==> config.mk <==
export PLATFORM = sky130hd
export DESIGN_NAME = bitmap_arrow_rotator
export DESIGN_NICKNAME = d
export VERILOG_FILES = /design/src/rtl/bar_pkg.sv /design/src/rtl/bar_trig.sv /design/src/rtl/bar_rotate.sv /design/src/rtl/bitmap_arrow_rotator.sv
export SDC_FILE = /design/constraint.sdc
export NUM_CORES = 2
export LEC_CHECK = 0
export ABC_CLOCK_PERIOD_IN_PS = 16900
export BUFFER_PORTS_ARGS = -buffer_cell sky130_fd_sc_hd__buf_4
export CAP_MARGIN = 10
export CELL_PAD_IN_SITES_DETAIL_PLACEMENT = 2
export CELL_PAD_IN_SITES_GLOBAL_PLACEMENT = 2
export CORE_ASPECT_RATIO = 0.8
export CORE_MARGIN = 1.5
export CORE_UTILIZATION = 25
export DETAILED_ROUTE_END_ITERATION = 8
export PLACE_DENSITY = 0.65
export SYNTH_ARGS = -nofsm -noshare
export SYNTH_HDL_FRONTEND = slang
export SYNTH_HIERARCHICAL = 1
export SYNTH_SLANG_ARGS = --single-unit
export TNS_END_PERCENT = 10
==> constraint.sdc <==
create_clock -name clk -period 16.9 [get_ports clk]
set_input_delay 0.845 -clock clk [delete_from_list [all_inputs] [get_ports clk]]
set_output_delay 0.845 -clock clk [all_outputs]
set_load 0.01 [all_outputs]
==> src/rtl/bar_pkg.sv <==
`default_nettype none

package bar_pkg;

  // q1.14 fixed point
  localparam int Q_FRAC  = 14;
  localparam int Q_ONE   = 16384;
  localparam int Y_SHIFT = 5;

  localparam int ANGLE_W = 9;
  localparam int TRIG_W  = 16;  // signed, holds +/-16384
  localparam int OFS_W   = 8;   // signed doubled offset from the arrow centre
  localparam int PROD_W  = TRIG_W + OFS_W;
  localparam int SUM_W   = PROD_W + 1;
  localparam int COORD_W = 9;

  localparam logic [ANGLE_W-1:0] DEG_90  = 9'd90;
  localparam logic [ANGLE_W-1:0] DEG_180 = 9'd180;
  localparam logic [ANGLE_W-1:0] DEG_270 = 9'd270;
  localparam logic [ANGLE_W-1:0] DEG_360 = 9'd360;

  typedef struct packed {
    logic signed [TRIG_W-1:0] sin;
    logic signed [TRIG_W-1:0] cos;
  } trig_t;

  localparam logic [14:0] QSINE [0:90] = '{
        0,   286,   572,   857,  1143,  1428,  1713,  1997,  2280,  2563,
     2845,  3126,  3406,  3686,  3964,  4240,  4516,  4790,  5063,  5334,
     5604,  5872,  6138,  6402,  6664,  6924,  7182,  7438,  7692,  7943,
     8192,  8438,  8682,  8923,  9162,  9397,  9630,  9860, 10087, 10311,
    10531, 10749, 10963, 11174, 11381, 11585, 11786, 11982, 12176, 12365,
    12551, 12733, 12911, 13085, 13255, 13421, 13583, 13741, 13894, 14044,
    14189, 14330, 14466, 14598, 14726, 14849, 14968, 15082, 15191, 15296,
    15396, 15491, 15582, 15668, 15749, 15826, 15897, 15964, 16026, 16083,
    16135, 16182, 16225, 16262, 16294, 16322, 16344, 16362, 16374, 16382,
    16384
  };

  // sine of a whole-degree angle in 0..359, quadrant folding of the table
  function automatic logic signed [TRIG_W-1:0] sine_q14(input logic [ANGLE_W-1:0] a);
    logic [ANGLE_W-1:0] rem;
    logic [6:0]         idx;
    logic               neg;
    logic [TRIG_W-1:0]  mag;
    if (a < DEG_90) begin
      rem = a;
      idx = rem[6:0];
      neg = 1'b0;
    end else if (a < DEG_180) begin
      rem = a - DEG_90;
      idx = 7'(DEG_90 - rem);
      neg = 1'b0;
    end else if (a < DEG_270) begin
      rem = a - DEG_180;
      idx = rem[6:0];
      neg = 1'b1;
    end else begin
      rem = a - DEG_270;
      idx = 7'(DEG_90 - rem);
      neg = 1'b1;
    end
    mag = {1'b0, QSINE[idx]};
    return neg ? -$signed(mag) : $signed(mag);
  endfunction

endpackage

`default_nettype wire

==> src/rtl/bar_trig.sv <==
`default_nettype none

module bar_trig
  import bar_pkg::*;
(
  input  wire logic               clk,
  input  wire logic               rst_n,
  input  wire logic               wr_en,
  input  wire logic [ANGLE_W-1:0] wr_data,
  output trig_t                   trig
);

  trig_t              trig_r;
  trig_t              trig_nxt;
  logic [ANGLE_W-1:0] ang;
  logic [ANGLE_W:0]   ang_cos;

  always_comb begin
    ang     = (wr_data >= DEG_360) ? wr_data - DEG_360 : wr_data;
    ang_cos = {1'b0, ang} + {1'b0, DEG_90};
    if (ang_cos >= {1'b0, DEG_360}) begin
      ang_cos = ang_cos - {1'b0, DEG_360};
    end
    trig_nxt     = trig_r;
    if (wr_en) begin
      trig_nxt.sin = sine_q14(ang);
      trig_nxt.cos = sine_q14(ang_cos[ANGLE_W-1:0]);
    end
  end

  // reset angle is zero
  always_ff @(posedge clk) begin
    if (!rst_n) begin
      trig_r.sin <= '0;
      trig_r.cos <= TRIG_W'(Q_ONE);
    end else begin
      trig_r <= trig_nxt;
    end
  end

  assign trig = trig_r;

endmodule

`default_nettype wire

==> src/rtl/bar_rotate.sv <==
`default_nettype none

module bar_rotate
  import bar_pkg::*;
#(
  parameter int ARROW_WIDTH   = 32,
  parameter int ARROW_HEIGHT  = 32,
  parameter int SCREEN_WIDTH  = 84,
  parameter int SCREEN_HEIGHT = 48
) (
  input  wire logic                      clk,
  input  wire logic                      rst_n,
  input  trig_t                          trig,
  input  wire logic                      in_valid,
  output logic                           in_ready,
  input  wire logic [5:0]                src_col,
  input  wire logic [5:0]                src_row,
  input  wire logic [7:0]                page_byte,
  output logic                           out_valid,
  input  wire logic                      out_ready,
  output logic signed [COORD_W-1:0]      screen_x,
  output logic signed [COORD_W-1:0]      screen_y,
  output logic                           pixel_on
);

  localparam logic signed [SUM_W-1:0] X_OFS = SUM_W'(SCREEN_WIDTH * Q_ONE);
  localparam logic signed [SUM_W-1:0] Y_OFS = SUM_W'((SCREEN_HEIGHT + 2 * Y_SHIFT) * Q_ONE);
  localparam logic signed [SUM_W-1:0] HALF  = SUM_W'(1 << Q_FRAC);

  // stage 1: doubled offsets
  logic                     v1_r;
  logic signed [OFS_W-1:0]  dx2_r, dy2_r;
  logic                     pix1_r;
  // stage 2: products
  logic                     v2_r;
  logic signed [PROD_W-1:0] cx_r, sy_r, sx_r, cy_r;
  logic                     pix2_r;
  // stage 3: results
  logic                     v3_r;
  logic signed [COORD_W-1:0] sx_out_r, sy_out_r;
  logic                     pix3_r;

  logic adv1, adv2, adv3;
  logic signed [SUM_W-1:0]  nx, ny;
  logic [COORD_W-1:0]       rx_nxt, ry_nxt;

  assign adv3     = !v3_r || out_ready;
  assign adv2     = !v2_r || adv3;
  assign adv1     = !v1_r || adv2;
  assign in_ready = adv1;

  function automatic logic [COORD_W-1:0] round_q15(input logic signed [SUM_W-1:0] n);
    logic [SUM_W-1:0] mag;
    logic [SUM_W-1:0] q;
    if (!n[SUM_W-1]) begin
      mag = $unsigned(n) + $unsigned(HALF);
      q   = mag >> (Q_FRAC + 1);
    end else begin
      mag = $unsigned(-n) + $unsigned(HALF);
      q   = -(mag >> (Q_FRAC + 1));
    end
    return q[COORD_W-1:0];
  endfunction

  always_comb begin
    nx     = SUM_W'(cx_r) - SUM_W'(sy_r) + X_OFS;
    ny     = SUM_W'(sx_r) + SUM_W'(cy_r) + Y_OFS;
    rx_nxt = round_q15(nx);
    ry_nxt = round_q15(ny);
  end

  always_ff @(posedge clk) begin
    if (!rst_n) begin
      v1_r <= 1'b0;
      v2_r <= 1'b0;
      v3_r <= 1'b0;
    end else begin
      if (adv1) v1_r <= in_valid;
      if (adv2) v2_r <= v1_r;
      if (adv3) v3_r <= v2_r;
    end
  end

  always_ff @(posedge clk) begin
    if (adv1 && in_valid) begin
      dx2_r  <= $signed({1'b0, src_col, 1'b0}) - OFS_W'(ARROW_WIDTH);
      dy2_r  <= $signed({1'b0, src_row, 1'b0}) - OFS_W'(ARROW_HEIGHT);
      pix1_r <= page_byte[src_row[2:0]];
    end
    if (adv2 && v1_r) begin
      cx_r   <= trig.cos * dx2_r;
      sy_r   <= trig.sin * dy2_r;
      sx_r   <= trig.sin * dx2_r;
      cy_r   <= trig.cos * dy2_r;
      pix2_r <= pix1_r;
    end
    if (adv3 && v2_r) begin
      sx_out_r <= $signed(rx_nxt);
      sy_out_r <= $signed(ry_nxt);
      pix3_r   <= pix2_r;
    end
  end

  assign out_valid = v3_r;
  assign screen_x  = sx_out_r;
  assign screen_y  = sy_out_r;
  assign pixel_on  = pix3_r;

endmodule

`default_nettype wire

==> src/rtl/bitmap_arrow_rotator.sv <==
`default_nettype none

// Rotates one pixel of a page-packed arrow bitmap per transfer and places it
// on the screen: the pixel at (src_col, src_row) is taken from bit
// (src_row mod 8) of page_byte, its offset from the arrow centre is rotated
// by the configured angle in whole degrees (q1.14 sine/cosine from a
// quarter-wave table), moved so the arrow centre lands on the screen centre
// shifted down by 5 rows, and rounded half away from zero. Coordinates are
// signed and not clipped. Throughput is one pixel per clock while out_ready
// stays high. Each pixel is registered through the offset stage, the
// four-multiplier product stage and the sum-and-round stage, and out_valid
// rises when it reaches the last. A write on cfg_wr_en loads the angle
// (values 360..511 wrap by 360); it applies to every pixel that enters the
// product stage after the write is registered; reset selects angle zero.

module bitmap_arrow_rotator
  import bar_pkg::*;
#(
  parameter int ARROW_WIDTH   = 32,
  parameter int ARROW_HEIGHT  = 32,
  parameter int SCREEN_WIDTH  = 84,
  parameter int SCREEN_HEIGHT = 48
) (
  input  wire logic                 clk,
  input  wire logic                 rst_n,
  // angle register write
  input  wire logic                 cfg_wr_en,
  input  wire logic [ANGLE_W-1:0]   cfg_wr_data,
  // source pixel channel
  input  wire logic                 in_valid,
  output logic                      in_ready,
  input  wire logic [5:0]           in_src_col,
  input  wire logic [5:0]           in_src_row,
  input  wire logic [7:0]           in_page_byte,
  // screen pixel channel
  output logic                      out_valid,
  input  wire logic                 out_ready,
  output logic signed [COORD_W-1:0] out_screen_x,
  output logic signed [COORD_W-1:0] out_screen_y,
  output logic                      out_pixel_on
);

  // sine and cosine of the current angle, looked up once per write
  trig_t trig;

  bar_trig u_trig (
    .clk     (clk),
    .rst_n   (rst_n),
    .wr_en   (cfg_wr_en),
    .wr_data (cfg_wr_data),
    .trig    (trig)
  );

  // three-stage rotate pipeline, each stage stalls only when the one after is full
  bar_rotate #(
    .ARROW_WIDTH   (ARROW_WIDTH),
    .ARROW_HEIGHT  (ARROW_HEIGHT),
    .SCREEN_WIDTH  (SCREEN_WIDTH),
    .SCREEN_HEIGHT (SCREEN_HEIGHT)
  ) u_rotate (
    .clk       (clk),
    .rst_n     (rst_n),
    .trig      (trig),
    .in_valid  (in_valid),
    .in_ready  (in_ready),
    .src_col   (in_src_col),
    .src_row   (in_src_row),
    .page_byte (in_page_byte),
    .out_valid (out_valid),
    .out_ready (out_ready),
    .screen_x  (out_screen_x),
    .screen_y  (out_screen_y),
    .pixel_on  (out_pixel_on)
  );

endmodule

`default_nettype wire

==> results by group <==
Synthesis
  • Async SR Flop Fraction: 0%
  • Synthesized cell area: 31920 um2
  • Post-synth top area cell: fa_1
  • Yosys top cell area share: 21.20%
  • Cell variety after synth: 138
  • Post-synth top flop: edfxtp_1
  • Fraction of the yosys area taken by sequential cells: 14.14%
  • Synth Warn #: 6
  • Mapped Cells: 3685
  • Yosys reg bits: 162
  • Avg Cell Area, Syn: 8.663 um2
  • Area contributors post-synth: fa_1, ha_1, edfxtp_1
  • Number of flops mapped to enable cells by yosys: 127
  • Post-synthesis net count: 4378

Global routing
  • First-pass GRT wire length: 170200 um
  • Largest net degree at the start of global routing: 63
  • GRT overflow: 0
  • GRT Total Usage: 16.59%
  • Initial antenna violation count: 2
  • Number of global-route vias before repair: 29100

Timing
  • Setup-failing EPs final: 0
  • RSZ-0062 raised after global routing: false
  • Setup tns final: 0 ps
  • Clock Skews: 18.84 ps
  • Crit path time final: 8995 ps
  • Crit share post-route: 53.23%
  • Pins Over Slew Limit: 0
  • Rel. slew slack: 30.76%
  • Fmax: 0.1112 GHz
  • Slew @ Worst Pin: 1030 ps
  • Fin. Hold Viols: 0

Place
  • Dpl cells: 5291
  • GPL Wtd Cong: 0.8434
  • HPWL after DPL: 82940 um
  • I/O Buffers: 54
  • Post-DP Area: 34160 um2

Finish
  • Commonest non-fill, non-tap cells in the layout: inv_1, fa_1, ha_1
  • Inserted Diodes: 0
  • Commonest non-fill, non-tap cell in the layout: inv_1
  • Fin cells: 5323
  • Design area: 34760 um2
  • Fillers: 14500
  • Multi-input gate area: 24540 um2
  • Fraction of layout cells with a size suffix above 1: 7.219%
  • Layout area overhead: 8.881%
  • NumNets Final: 4337
  • Storage cell area: 4514 um2

Detailed routing
  • DRT iter0 DRCs: 1337
  • Via-to-Cell Ratio: 5.002
  • Drt first pass iters: 5
  • DRC violations left: 0
  • Final wirelength: 105400 um
  • Antenna Nets Post-Route: 0
  • Routed vias: 26620
  • Drt wl/cell: 19.81 um

Critical path
  • Crit-path leading delay family: compound AO/OA/AOI/OAI gates
  • Critical path depth in cells: 32
  • CP required: 17320 ps
  • Type of the worst setup path: in -> reg
  • Crit path DAT: 9420 ps
  • Buf/Inv on CP: 3
  • Slowest cell delay on critical path: 730 ps
  • CP Launch Type: input port
  • Crit-path max FO: 13
  • Crit path capture type: flip-flop
  • CP max-delay cell: a2111oi_0
  • R2R depth: 21

Floorplan
  • Core footprint: 126900 um2
  • I/O pin count: 55
  • # rows: 117
  • Die width: 402.5 um
  • Die span in y: 322.6 um
  • Die ar.: 129900 um2
  • Starting Density: 25.15%

Clock tree
  • # Post-CTS Setup Buffers: 0
  • Hold_buf cts: 0
  • Reg clk slew, reported paths: 70 ps
  • Clk_lat worst skew: 540 ps
  • CTS tree: built
  • Root buf cell: clkbuf_16
  • Clk buf depth: 2
  • H-Tree Level Count: 4
  • CTS Buf Count: 17
  • TritonCTS Sinks: 162
  • Post-CTS Resized: 0

Hold path
  • HP Class: reg -> reg
  • Hold Crit Depth: 0

Outcome
  • Status: finished, final reports clean

Run
  • Max Cap Violations: 0
worst paths after layout:
| kind | slack [ps] | from | end |
|---|---|---|---|
| hold / removal | 430 | u_rotate/pix2_r | u_rotate/pixel_on |
| setup / recovery | 7900 | cfg_wr_data[3] | u_trig/trig[12] |
| setup reg to reg | 10400 | u_trig/trig[17] | u_rotate/sx_r[20] |
| hold reg to reg | 430 | u_rotate/pix2_r | u_rotate/pixel_on |
sequential cells by signal, summed over array words and instances, names as in the netlist, 7 cells and up:
name and flops:
u_trig/trig 32, u_rotate/cx_r 23, u_rotate/cy_r 23, u_rotate/sx_r 23
u_rotate/sy_r 23, u_rotate/screen_x 9, u_rotate/screen_y 9, u_rotate/dx2_r 7
u_rotate/dy2_r 7
final cells by class:
class                      instances  area share, %
clock buffer                      18          1.235
tap                             1666          5.997
timing repair buffer             113          2.441
inverter                         579          6.252
multi-input combinational       2771          70.59
sequential                       162          12.99
clock inverter                    14         0.4967
layer usage:
metal	vias up	GRT usage, %	wire length [um]
met4	0	3.182	1345
li1	12410	-	-
met1	13840	24.45	55120
met5	-	0	0
met2	296	25.53	45730
met3	73	2.474	3232
synth_stat cells (26+ instances only):
| cell type | number |
|---|---|
| nand2b_1 | 27 |
| o211ai_1 | 35 |
| and2_1 | 315 |
| a211oi_1 | 37 |
| a21o_1 | 41 |
| ha_1 | 321 |
| nand3_1 | 70 |
| o21a_1 | 26 |
| o21ai_0 | 125 |
| o21bai_1 | 26 |
| a31oi_1 | 33 |
| nor3_1 | 75 |
| xnor2_1 | 138 |
| xor2_1 | 42 |
| clkbuf_1 | 134 |
| nor2_1 | 223 |
| inv_1 | 569 |
| dfxtp_1 | 35 |
| edfxtp_1 | 127 |
| nand2_1 | 237 |
| fa_1 | 338 |
| a21oi_1 | 170 |
per-stage QoR:
step / setup slack, ps / hold WS [ps] / utilization, %
floorplan: 8534 / 400.3 / -
global placement: 7739 / 401.6 / 26.91
detailed placement: 7560 / 410.5 / 26.91
CTS: 8100 / 428.2 / 27.39
global route: 7366 / 440.6 / 27.39
finish: 7905 / 427.3 / 27.39
logic make-up after synthesis:
kind of cell / Yosys count / synth area share (%)
AND/OR/NAND/NOR: 1107 / 18.42
AO/OA/AOI/OAI: 781 / 17.81
buffers and inverters: 752 / 9.108
adder cells (fa/ha/maj): 660 / 33.81
XOR/XNOR: 183 / 5.091
flip-flops: 162 / 14.14
multiplexers: 40 / 1.630
Power is left out: the tool's default activity adds up to more than one toggle a clock period on the data nets, which glitch-free logic cannot reach.
